===== src/hdl/ipbd_pkg.sv =====
// ----------------------------------------------------------------------------
// ipbd_pkg: shared types and constants for the blower drive controller
// Word types for both channels, register indexes, limit codes and the
// target voltage tables (unsigned Q3.16, rounded to nearest).
// ----------------------------------------------------------------------------
package ipbd_pkg;

	// Input word: one control tick
	typedef struct packed {
		logic [11:0] flow_sample;
		logic [11:0] pressure_sample;
		logic        assist_start;
	} in_word_t;

	// Output word: DAC code and clamp status
	typedef struct packed {
		logic [7:0] drive_code;
		logic [1:0] limit_state;
	} out_word_t;

	localparam int unsigned CFG_IDX_W  = 3;
	localparam int unsigned CFG_DATA_W = 16;

	// Register indexes
	localparam logic [CFG_IDX_W-1:0] REG_MODE          = 3'd0;
	localparam logic [CFG_IDX_W-1:0] REG_TARGET_TENTHS = 3'd1;
	localparam logic [CFG_IDX_W-1:0] REG_KP_FLOW       = 3'd2;
	localparam logic [CFG_IDX_W-1:0] REG_KD_FLOW       = 3'd3;
	localparam logic [CFG_IDX_W-1:0] REG_KP_PRESSURE   = 3'd4;
	localparam logic [CFG_IDX_W-1:0] REG_KD_PRESSURE   = 3'd5;
	localparam logic [CFG_IDX_W-1:0] REG_DRIVE_FLOOR   = 3'd6;
	localparam logic [CFG_IDX_W-1:0] REG_DRIVE_CEILING = 3'd7;

	// Register reset values
	localparam logic       RST_MODE          = 1'b0;
	localparam logic [3:0] RST_TARGET_TENTHS = 4'd5;
	localparam logic [15:0] RST_KP           = 16'd32768;
	localparam logic [15:0] RST_KD           = 16'd786;
	localparam logic [15:0] RST_FLOOR        = 16'd9989;
	localparam logic [15:0] RST_CEILING      = 16'd63401;

	// Limit status codes
	localparam logic [1:0] LIMIT_NONE  = 2'd0;
	localparam logic [1:0] LIMIT_FLOOR = 2'd1;
	localparam logic [1:0] LIMIT_CEIL  = 2'd2;

	// Sensed voltage: (sample + offset, flow only) * 52.8, rounded, done as (x*528 + 5) / 10
	localparam logic [12:0] FLOW_OFFSET = 13'd2143;
	localparam logic [21:0] SENSE_ROUND = 22'd5;
	localparam logic [4:0]  SENSE_DIV   = 5'd10;

	// Flow mode target: 1.2*T + 2.1 volts, Q3.16
	function automatic logic [18:0] flow_target(input logic [3:0] tn);
		logic [18:0] v;
		unique case (tn)
			4'd0:    v = 19'd137626;
			4'd1:    v = 19'd145490;
			4'd2:    v = 19'd153354;
			4'd3:    v = 19'd161219;
			4'd4:    v = 19'd169083;
			4'd5:    v = 19'd176947;
			4'd6:    v = 19'd184812;
			4'd7:    v = 19'd192676;
			4'd8:    v = 19'd200540;
			4'd9:    v = 19'd208404;
			4'd10:   v = 19'd216269;
			4'd11:   v = 19'd224133;
			4'd12:   v = 19'd231997;
			4'd13:   v = 19'd239862;
			4'd14:   v = 19'd247726;
			default: v = 19'd255590;
		endcase
		return v;
	endfunction

	// Pressure mode target: 1.911*T + 1.389 volts, Q3.16
	function automatic logic [18:0] pressure_target(input logic [3:0] tn);
		logic [18:0] v;
		unique case (tn)
			4'd0:    v = 19'd91030;
			4'd1:    v = 19'd103553;
			4'd2:    v = 19'd116077;
			4'd3:    v = 19'd128601;
			4'd4:    v = 19'd141125;
			4'd5:    v = 19'd153649;
			4'd6:    v = 19'd166173;
			4'd7:    v = 19'd178697;
			4'd8:    v = 19'd191221;
			4'd9:    v = 19'd203745;
			4'd10:   v = 19'd216269;
			4'd11:   v = 19'd228793;
			4'd12:   v = 19'd241317;
			4'd13:   v = 19'd253841;
			4'd14:   v = 19'd266365;
			default: v = 19'd278888;
		endcase
		return v;
	endfunction

endpackage


===== src/hdl/incremental_pd_blower_drive.sv =====
// ----------------------------------------------------------------------------
// incremental_pd_blower_drive: incremental PD drive with clamp
// Takes one flow/pressure sample pair per word and returns one DAC code.
// ----------------------------------------------------------------------------
// Usage:
//   Input channel in_valid/in_ready/in_data carries one control tick per word.
//   Output channel out_valid/out_ready/out_data returns one word per input:
//   the clamped drive's integer part and whether floor or ceiling was hit.
//   Registers are written through cfg_wr_en/cfg_index/cfg_wdata; the user
//   must do so only while idle, as the block does not enforce it.
// Timing:
//   A new word is taken only after the last result is in the output register.
//   The sensed voltage is found by a divide-by-ten unit giving two quotient
//   bits a cycle, then the error, then the gain products by a shift-add unit
//   taking two gain bits a cycle, then the sum and the clamp.
// Reset:
//   arst_n clears the registers to their defaults, the last error to zero and
//   the last drive to the default floor.
// Stall:
//   While out_ready is low a finished word waits in the output register; the
//   next word is taken and worked on, and holds before the clamp stage until
//   the output register is free.
// ----------------------------------------------------------------------------
module incremental_pd_blower_drive
	import ipbd_pkg::*;
(
	input  logic                  clk,
	input  logic                  arst_n,
	// input channel
	input  logic                  in_valid,
	output logic                  in_ready,
	input  in_word_t              in_data,
	// output channel
	output logic                  out_valid,
	input  logic                  out_ready,
	output out_word_t             out_data,
	// configuration writes
	input  logic                  cfg_wr_en,
	input  logic [CFG_IDX_W-1:0]  cfg_index,
	input  logic [CFG_DATA_W-1:0] cfg_wdata
);

	localparam int unsigned DIV_STEPS = 11;
	localparam int unsigned MAC_STEPS = 8;

	typedef enum logic [2:0] {
		S_IDLE,
		S_DIV,
		S_ERR,
		S_MAC,
		S_SUM,
		S_DONE
	} state_t;

	// configuration registers
	logic        mode_q;
	logic [3:0]  target_tenths_q;
	logic [15:0] kp_flow_q, kd_flow_q, kp_pressure_q, kd_pressure_q;
	logic [15:0] drive_floor_q, drive_ceiling_q;

	// control and state
	state_t             state_q;
	logic [3:0]         cnt_q;
	logic               out_valid_q;
	out_word_t          out_data_q;
	logic signed [19:0] last_error_q;
	logic [23:0]        last_drive_q;

	// datapath
	logic [21:0]        quo_q;
	logic [3:0]         rem_q;
	logic               start_q;
	logic signed [19:0] err_q;
	logic signed [20:0] derr_q;
	logic [15:0]        kp_sh_q, kd_sh_q;
	logic signed [23:0] acc_q;
	logic signed [25:0] check_q;

	logic               in_fire;
	logic               out_load;
	logic [12:0]        sample_sum;
	logic [21:0]        dividend;
	logic [21:0]        quo_next;
	logic [3:0]         rem_next;
	logic [18:0]        target;
	logic signed [19:0] err_next;
	logic signed [20:0] derr_next;
	logic signed [23:0] mac_sum;
	logic [23:0]        prev_drive;
	logic signed [23:0] delta;
	logic signed [25:0] lo_ext, hi_ext;
	logic [23:0]        clamped;
	logic [1:0]         limit;

	assign in_ready  = (state_q == S_IDLE);
	assign in_fire   = in_valid && in_ready;
	assign out_valid = out_valid_q;
	assign out_data  = out_data_q;
	assign out_load  = (state_q == S_DONE) && (!out_valid_q || out_ready);

	// digit times operand: 0, 1, 2 or 3 times a sign-extended value
	function automatic logic signed [23:0] digit_mul(input logic [1:0] d,
			input logic signed [20:0] v);
		logic signed [23:0] e;
		logic signed [23:0] r;
		e = {{3{v[20]}}, v};
		case (d)
			2'd0:    r = '0;
			2'd1:    r = e;
			2'd2:    r = e <<< 1;
			default: r = e + (e <<< 1);
		endcase
		return r;
	endfunction

	// configuration register writes
	always_ff @(posedge clk or negedge arst_n) begin
		if (!arst_n) begin
			mode_q          <= RST_MODE;
			target_tenths_q <= RST_TARGET_TENTHS;
			kp_flow_q       <= RST_KP;
			kd_flow_q       <= RST_KD;
			kp_pressure_q   <= RST_KP;
			kd_pressure_q   <= RST_KD;
			drive_floor_q   <= RST_FLOOR;
			drive_ceiling_q <= RST_CEILING;
		end else if (cfg_wr_en) begin
			unique case (cfg_index)
				REG_MODE:          mode_q          <= cfg_wdata[0];
				REG_TARGET_TENTHS: target_tenths_q <= cfg_wdata[3:0];
				REG_KP_FLOW:       kp_flow_q       <= cfg_wdata;
				REG_KD_FLOW:       kd_flow_q       <= cfg_wdata;
				REG_KP_PRESSURE:   kp_pressure_q   <= cfg_wdata;
				REG_KD_PRESSURE:   kd_pressure_q   <= cfg_wdata;
				REG_DRIVE_FLOOR:   drive_floor_q   <= cfg_wdata;
				REG_DRIVE_CEILING: drive_ceiling_q <= cfg_wdata;
				default: ;
			endcase
		end
	end

	// dividend for the sensed voltage: sum*528 + 5
	always_comb begin
		if (mode_q)
			sample_sum = {1'b0, in_data.pressure_sample};
		else
			sample_sum = {1'b0, in_data.flow_sample} + FLOW_OFFSET;
		dividend = {sample_sum, 9'b0} + {5'b0, sample_sum, 4'b0} + SENSE_ROUND;
	end

	// divide by ten, two quotient bits a step, MSB first
	always_comb begin
		logic [4:0] t;
		logic [21:0] q;
		logic [3:0] r;
		q = quo_q;
		r = rem_q;
		for (int j = 0; j < 2; j++) begin
			t = {r, q[21]};
			q = {q[20:0], 1'b0};
			if (t >= SENSE_DIV) begin
				t    = t - SENSE_DIV;
				q[0] = 1'b1;
			end
			r = t[3:0];
		end
		quo_next = q;
		rem_next = r;
	end

	// error and its change
	always_comb begin
		target    = mode_q ? pressure_target(target_tenths_q)
		                   : flow_target(target_tenths_q);
		err_next  = $signed({1'b0, target}) - $signed({1'b0, quo_q[18:0]});
		derr_next = {err_next[19], err_next} - {last_error_q[19], last_error_q};
	end

	// shift-add step: floor((acc + dp*err + dd*derr) / 4)
	always_comb begin
		mac_sum = acc_q + digit_mul(kp_sh_q[1:0], {err_q[19], err_q})
		        + digit_mul(kd_sh_q[1:0], derr_q);
	end

	// previous drive plus increment, or the floor with no increment on assist start; the drive itself is unsigned
	always_comb begin
		prev_drive = start_q ? {drive_floor_q, 8'b0} : last_drive_q;
		delta      = start_q ? '0 : acc_q;
	end

	// clamp to floor, then ceiling
	always_comb begin
		lo_ext = $signed({2'b0, drive_floor_q, 8'b0});
		hi_ext = $signed({2'b0, drive_ceiling_q, 8'b0});
		if (check_q < lo_ext) begin
			clamped = {drive_floor_q, 8'b0};
			limit   = LIMIT_FLOOR;
		end else if (check_q > hi_ext) begin
			clamped = {drive_ceiling_q, 8'b0};
			limit   = LIMIT_CEIL;
		end else begin
			clamped = check_q[23:0];
			limit   = LIMIT_NONE;
		end
	end

	// sequencer, output register and loop state
	always_ff @(posedge clk or negedge arst_n) begin
		if (!arst_n) begin
			state_q      <= S_IDLE;
			cnt_q        <= '0;
			out_valid_q  <= 1'b0;
			out_data_q   <= '0;
			last_error_q <= '0;
			last_drive_q <= {RST_FLOOR, 8'b0};
		end else begin
			if (out_valid_q && out_ready && !out_load)
				out_valid_q <= 1'b0;
			unique case (state_q)
				S_IDLE: begin
					if (in_fire) begin
						state_q <= S_DIV;
						cnt_q   <= '0;
					end
				end
				S_DIV: begin
					if (cnt_q == 4'(DIV_STEPS - 1)) begin
						state_q <= S_ERR;
					end
					cnt_q <= cnt_q + 4'd1;
				end
				S_ERR: begin
					state_q <= S_MAC;
					cnt_q   <= '0;
				end
				S_MAC: begin
					if (cnt_q == 4'(MAC_STEPS - 1)) begin
						state_q <= S_SUM;
					end
					cnt_q <= cnt_q + 4'd1;
				end
				S_SUM: begin
					state_q <= S_DONE;
				end
				S_DONE: begin
					if (out_load) begin
						out_valid_q            <= 1'b1;
						out_data_q.drive_code  <= clamped[23:16];
						out_data_q.limit_state <= limit;
						last_drive_q           <= clamped;
						last_error_q           <= err_q;
						state_q                <= S_IDLE;
					end
				end
				default: state_q <= S_IDLE;
			endcase
		end
	end

	// datapath registers
	always_ff @(posedge clk) begin
		case (state_q)
			S_IDLE: begin
				if (in_fire) begin
					quo_q   <= dividend;
					rem_q   <= '0;
					start_q <= in_data.assist_start;
				end
			end
			S_DIV: begin
				quo_q <= quo_next;
				rem_q <= rem_next;
			end
			S_ERR: begin
				err_q   <= err_next;
				derr_q  <= derr_next;
				acc_q   <= '0;
				kp_sh_q <= mode_q ? kp_pressure_q : kp_flow_q;
				kd_sh_q <= mode_q ? kd_pressure_q : kd_flow_q;
			end
			S_MAC: begin
				acc_q   <= mac_sum >>> 2;
				kp_sh_q <= {2'b0, kp_sh_q[15:2]};
				kd_sh_q <= {2'b0, kd_sh_q[15:2]};
			end
			S_SUM: begin
				check_q <= {2'b0, prev_drive} + {{2{delta[23]}}, delta};
			end
			default: ;
		endcase
	end

endmodule

===== config.mk =====
export PLATFORM = sky130hd
export DESIGN_NAME = incremental_pd_blower_drive
export DESIGN_NICKNAME = d
export VERILOG_FILES = /design/src/hdl/ipbd_pkg.sv /design/src/hdl/incremental_pd_blower_drive.sv
export SDC_FILE = /design/constraint.sdc
export NUM_CORES = 1
export LEC_CHECK = 0
export BUFFER_PORTS_ARGS = -buffer_cell sky130_fd_sc_hd__buf_2
export CORE_MARGIN = 5
export CORE_UTILIZATION = 55
export CTS_BUF_LIST = sky130_fd_sc_hd__clkbuf_16
export CTS_CLUSTER_DIAMETER = 50
export CTS_CLUSTER_SIZE = 24
export DETAILED_ROUTE_END_ITERATION = 6
export PLACE_DENSITY = 0.72
export SLEW_MARGIN = 20
export SYNTH_ARGS = -nofsm -noshare
export SYNTH_HDL_FRONTEND = slang
export SYNTH_SLANG_ARGS = --single-unit

===== constraint.sdc =====
create_clock -name clk -period 5.65 [get_ports clk]
set_clock_uncertainty 0.15 [all_clocks]
set_input_delay 0.2825 -clock clk [delete_from_list [all_inputs] [get_ports clk]]
set_output_delay 0.2825 -clock clk [all_outputs]
set_load 0.005 [all_outputs]

==> impl_results.md <==
- Status: finished clean
- TritonCTS clock tree: done
- Initial antenna violation count: 1
- VDD IR max: 0.445 mV
- CTS H-tree lvls: 2
- Nets@finish: 2517
- Critical path data arrival time: 5500 ps
- Leakage dissipation: 10.5 nW
- First-pass GRT wire length: 81.7 mm
- Final Non-Filler Cells: 2810
- Vias: 16400
- Synth async-reset ratio: 51.8%
- Worst-Margin Slew: 1060 ps
- Placed Instances: 2717
- Tot GR Track Use: 22.8%
- IO Port Bufs: 60
- # setup viols final: 0
- DRT iter0 DRCs: 1124
- Starting Density: 55.6%
- Die W: 207 um
- Max-Cap Viols: 0
- Avg Synthesized Cell Area: 9.76 sq um
- Fin. max-slew vios: 0
- Largest net degree at the start of global routing: 69
- Worst-path fanout max: 6
- Routed wire per std cell: 18.0 um
- Hold slack final: 28.0 ps
- TritonRoute pass-1 iters: 6
- CTS Sinks: 307
- Ys Warns: 0
- RSZ-0062 raised after global routing: false
- Remaining DRCs: 0
- Startpoint types: register
- Hpwl dp: 36.4 mm
- Row count: 72
- Fin crit share: 94.2%
- Skew-Pair Late Insertion Delay: 580 ps
- DR vias/cell: 5.83
- Post-synth top area cell: edfxtp_1
- Post-DRT Antenna Nets: 0
- Die Y: 207 um
- DIE AREA: 43000 sq um
- Final Hold Viols: 0
- Max-slew headroom: 28.6%
- Clk slew on worst S/H paths: 70 ps
- Synth area leaders: edfxtp_1, dfrtp_1, ha_1
- Num CTS Buffers: 38
- Seq/Total Area, Yosys: 39.5%
- Gpl congestion: 0.933
- Area Overhead vs Synth: 11.5%
- Synth cell types: 77
- Req. time, crit path: 5830 ps
- Final wirelength: 50.5 mm
- Share of layout cells above drive strength 1: 15.6%
- Max Fclk: 188 MHz
- Worst hold path class: in2reg
- Top cell type's share of synthesized area: 20.7%
- Post-Syn Area: 21400 sq um
- Post-Syn Instances: 2194
- Setup Crit Path Kind: reg2reg
- Power Density: 605 nW/um^2
- Post-synth EDFFs: 148
- Final worst path period need: 5320 ps
- Vias in the first global route: 16000
- Dominant synthesized flop cell: edfxtp_1
- Seq cells post-synth: 307
- Total grt overflow: 0
- Ports: 61
- Clock Tree Buf Depth: 3
- Syn_nets: 2450
- Library cell used as clock root buffer: clkbuf_16
- Core Area: 38600 sq um
- Critical Path End Type: register
- Setup_tns: 0 ps
registers in the layout (all words and copies together), names as in the netlist:
| name | flops |
|---|---|
| acc_q | 22 |
| check_q | 26 |
| cnt_q | 4 |
| derr_q | 21 |
| drive_ceiling_q | 16 |
| drive_floor_q | 16 |
| err_q | 20 |
| kd_flow_q | 16 |
| kd_pressure_q | 16 |
| kd_sh_q | 16 |
| kp_flow_q | 16 |
| kp_pressure_q | 16 |
| kp_sh_q | 16 |
| last_drive_q | 20 |
| last_error_q | 20 |
| mode_q | 1 |
| out_data | 10 |
| out_valid | 1 |
| quo_q | 22 |
| rem_q | 4 |
| start_q | 1 |
| state_q | 3 |
| target_tenths_q | 4 |
per-layer routing:
layer  vias to the layer above  wire, um  share of wire (%)  GRT usage (%)
li1                       7990         -                  -              -
met1                      7927     23300                 46           32.2
met2                       388     23800                 47           37.2
met3                        74      2410                4.8           2.71
met4                         0      1090                2.1           6.73
met5                         -         0                  0              0
critical path, cell delays in order, from the launching register on:
cell       delay [ps]
edfxtp_1          430
ha_1              370
and2_1            190
a221oi_1          600
a31o_2            270
o2bb2ai_1         110
a41oi_1            90
a21oi_1           260
xnor2_1           140
nand2_1            70
a31o_2            240
fa_1              490
inv_1              50
ha_1              360
nand3_1           180
o31ai_2           350
nand3_1           140
a21oi_1           250
nor4_1             90
a311o_1           270
layout by cell type, fill, tap and decap left out, drive strengths merged, types with 5 or more instances in the layout:
cell type and count:
a22o 14, xnor2 82, xor2 34, and3 12, inv 195, o211ai 10
a31oi 20, o21a 25, nor2b 36, a21o 47, mux2i 42, nor3 27
dfstp 35, nand2b 33, a22oi 28, nand2 189, a211oi 19, clkbuf 39
dfrtp 124, o22ai 5, dlygate4sd3 20, o221ai 12, or3 7, o31ai 10
o21ai 158, a21oi 141, nor2 163, nand3 43, nand4 9, edfxtp 148
o21bai 16, fa 29, mux2 138, ha 178, clkinv 15, and2 12
or2 8, buf 90
where the power goes:
group	switching, mW	internal, mW
clock	1.10	1.49
combinational	4.62	3.37
sequential	0.403	3.46
total	6.12	8.33
synthesized netlist by cell type, types with 28 or more instances:
library cell / number
a21oi_1: 141
xnor2_1: 82
nand3_1: 43
inv_1: 183
edfxtp_1: 148
mux2_2: 134
clkbuf_1: 65
ha_1: 178
a22oi_1: 28
mux2i_1: 42
dfrtp_1: 124
nand2b_1: 33
o21ai_0: 153
nand2_1: 189
nor2b_1: 36
fa_1: 29
xor2_1: 34
dfstp_2: 35
a21o_1: 47
nor2_1: 163
worst paths after layout:
kind,depth (start not counted),slack [ps],from,to
min,5,30,in_data[3],quo_q[6]
max in group asynchronous,3,3780,arst_n,out_data[6]
min in group asynchronous,2,160,arst_n,last_error_q[1]
max,19,330,derr_q[8],acc_q[22]
max reg2reg,19,330,derr_q[8],acc_q[22]
min reg2reg,2,330,out_data[7],out_data[7]
what timing repair did:
action,in CTS,in global routing
resized for setup,0,15
setup endpoints to repair,0,10
setup buffers,0,2
hold buffers,20,0
hold endpoints to repair,165,0
logic make-up after synthesis:
group,count (synthesis),share of synthesized area (%)
AO/OA/AOI/OAI,555,16.4
XOR/XNOR,116,4.74
adder cells (fa/ha/maj),207,13.1
buffers and inverters,267,4.83
flip-flops,307,39.5
multiplexers,181,9.32
AND/OR/NAND/NOR,561,12.0
final cells by class:
type	instances	area [sq um]
Antenna cell	1	2.50
Timing Repair Buffer	110	732
Clock inverter	31	359
Fill cell	3243	14700
Tap cell	518	648
Inverter	184	691
Multi-Input combinational cell	1620	12000
Sequential cell	307	8470
Clock buffer	39	976
stage by stage:
step                      power (mW)  cell area, sq um  setup WS, ps  util (%)
after floorplan                 9.84             21400           540         -
after global placement          11.4             22300           296      57.8
after detailed placement        11.7             22300           160      57.8
after CTS                       14.4             23800           121      61.8
after global routing            15.5             23900          3.54      62.0
final                           14.5             23900           330      62.0
No activity file was read; power rests on OpenSTA's default activity.
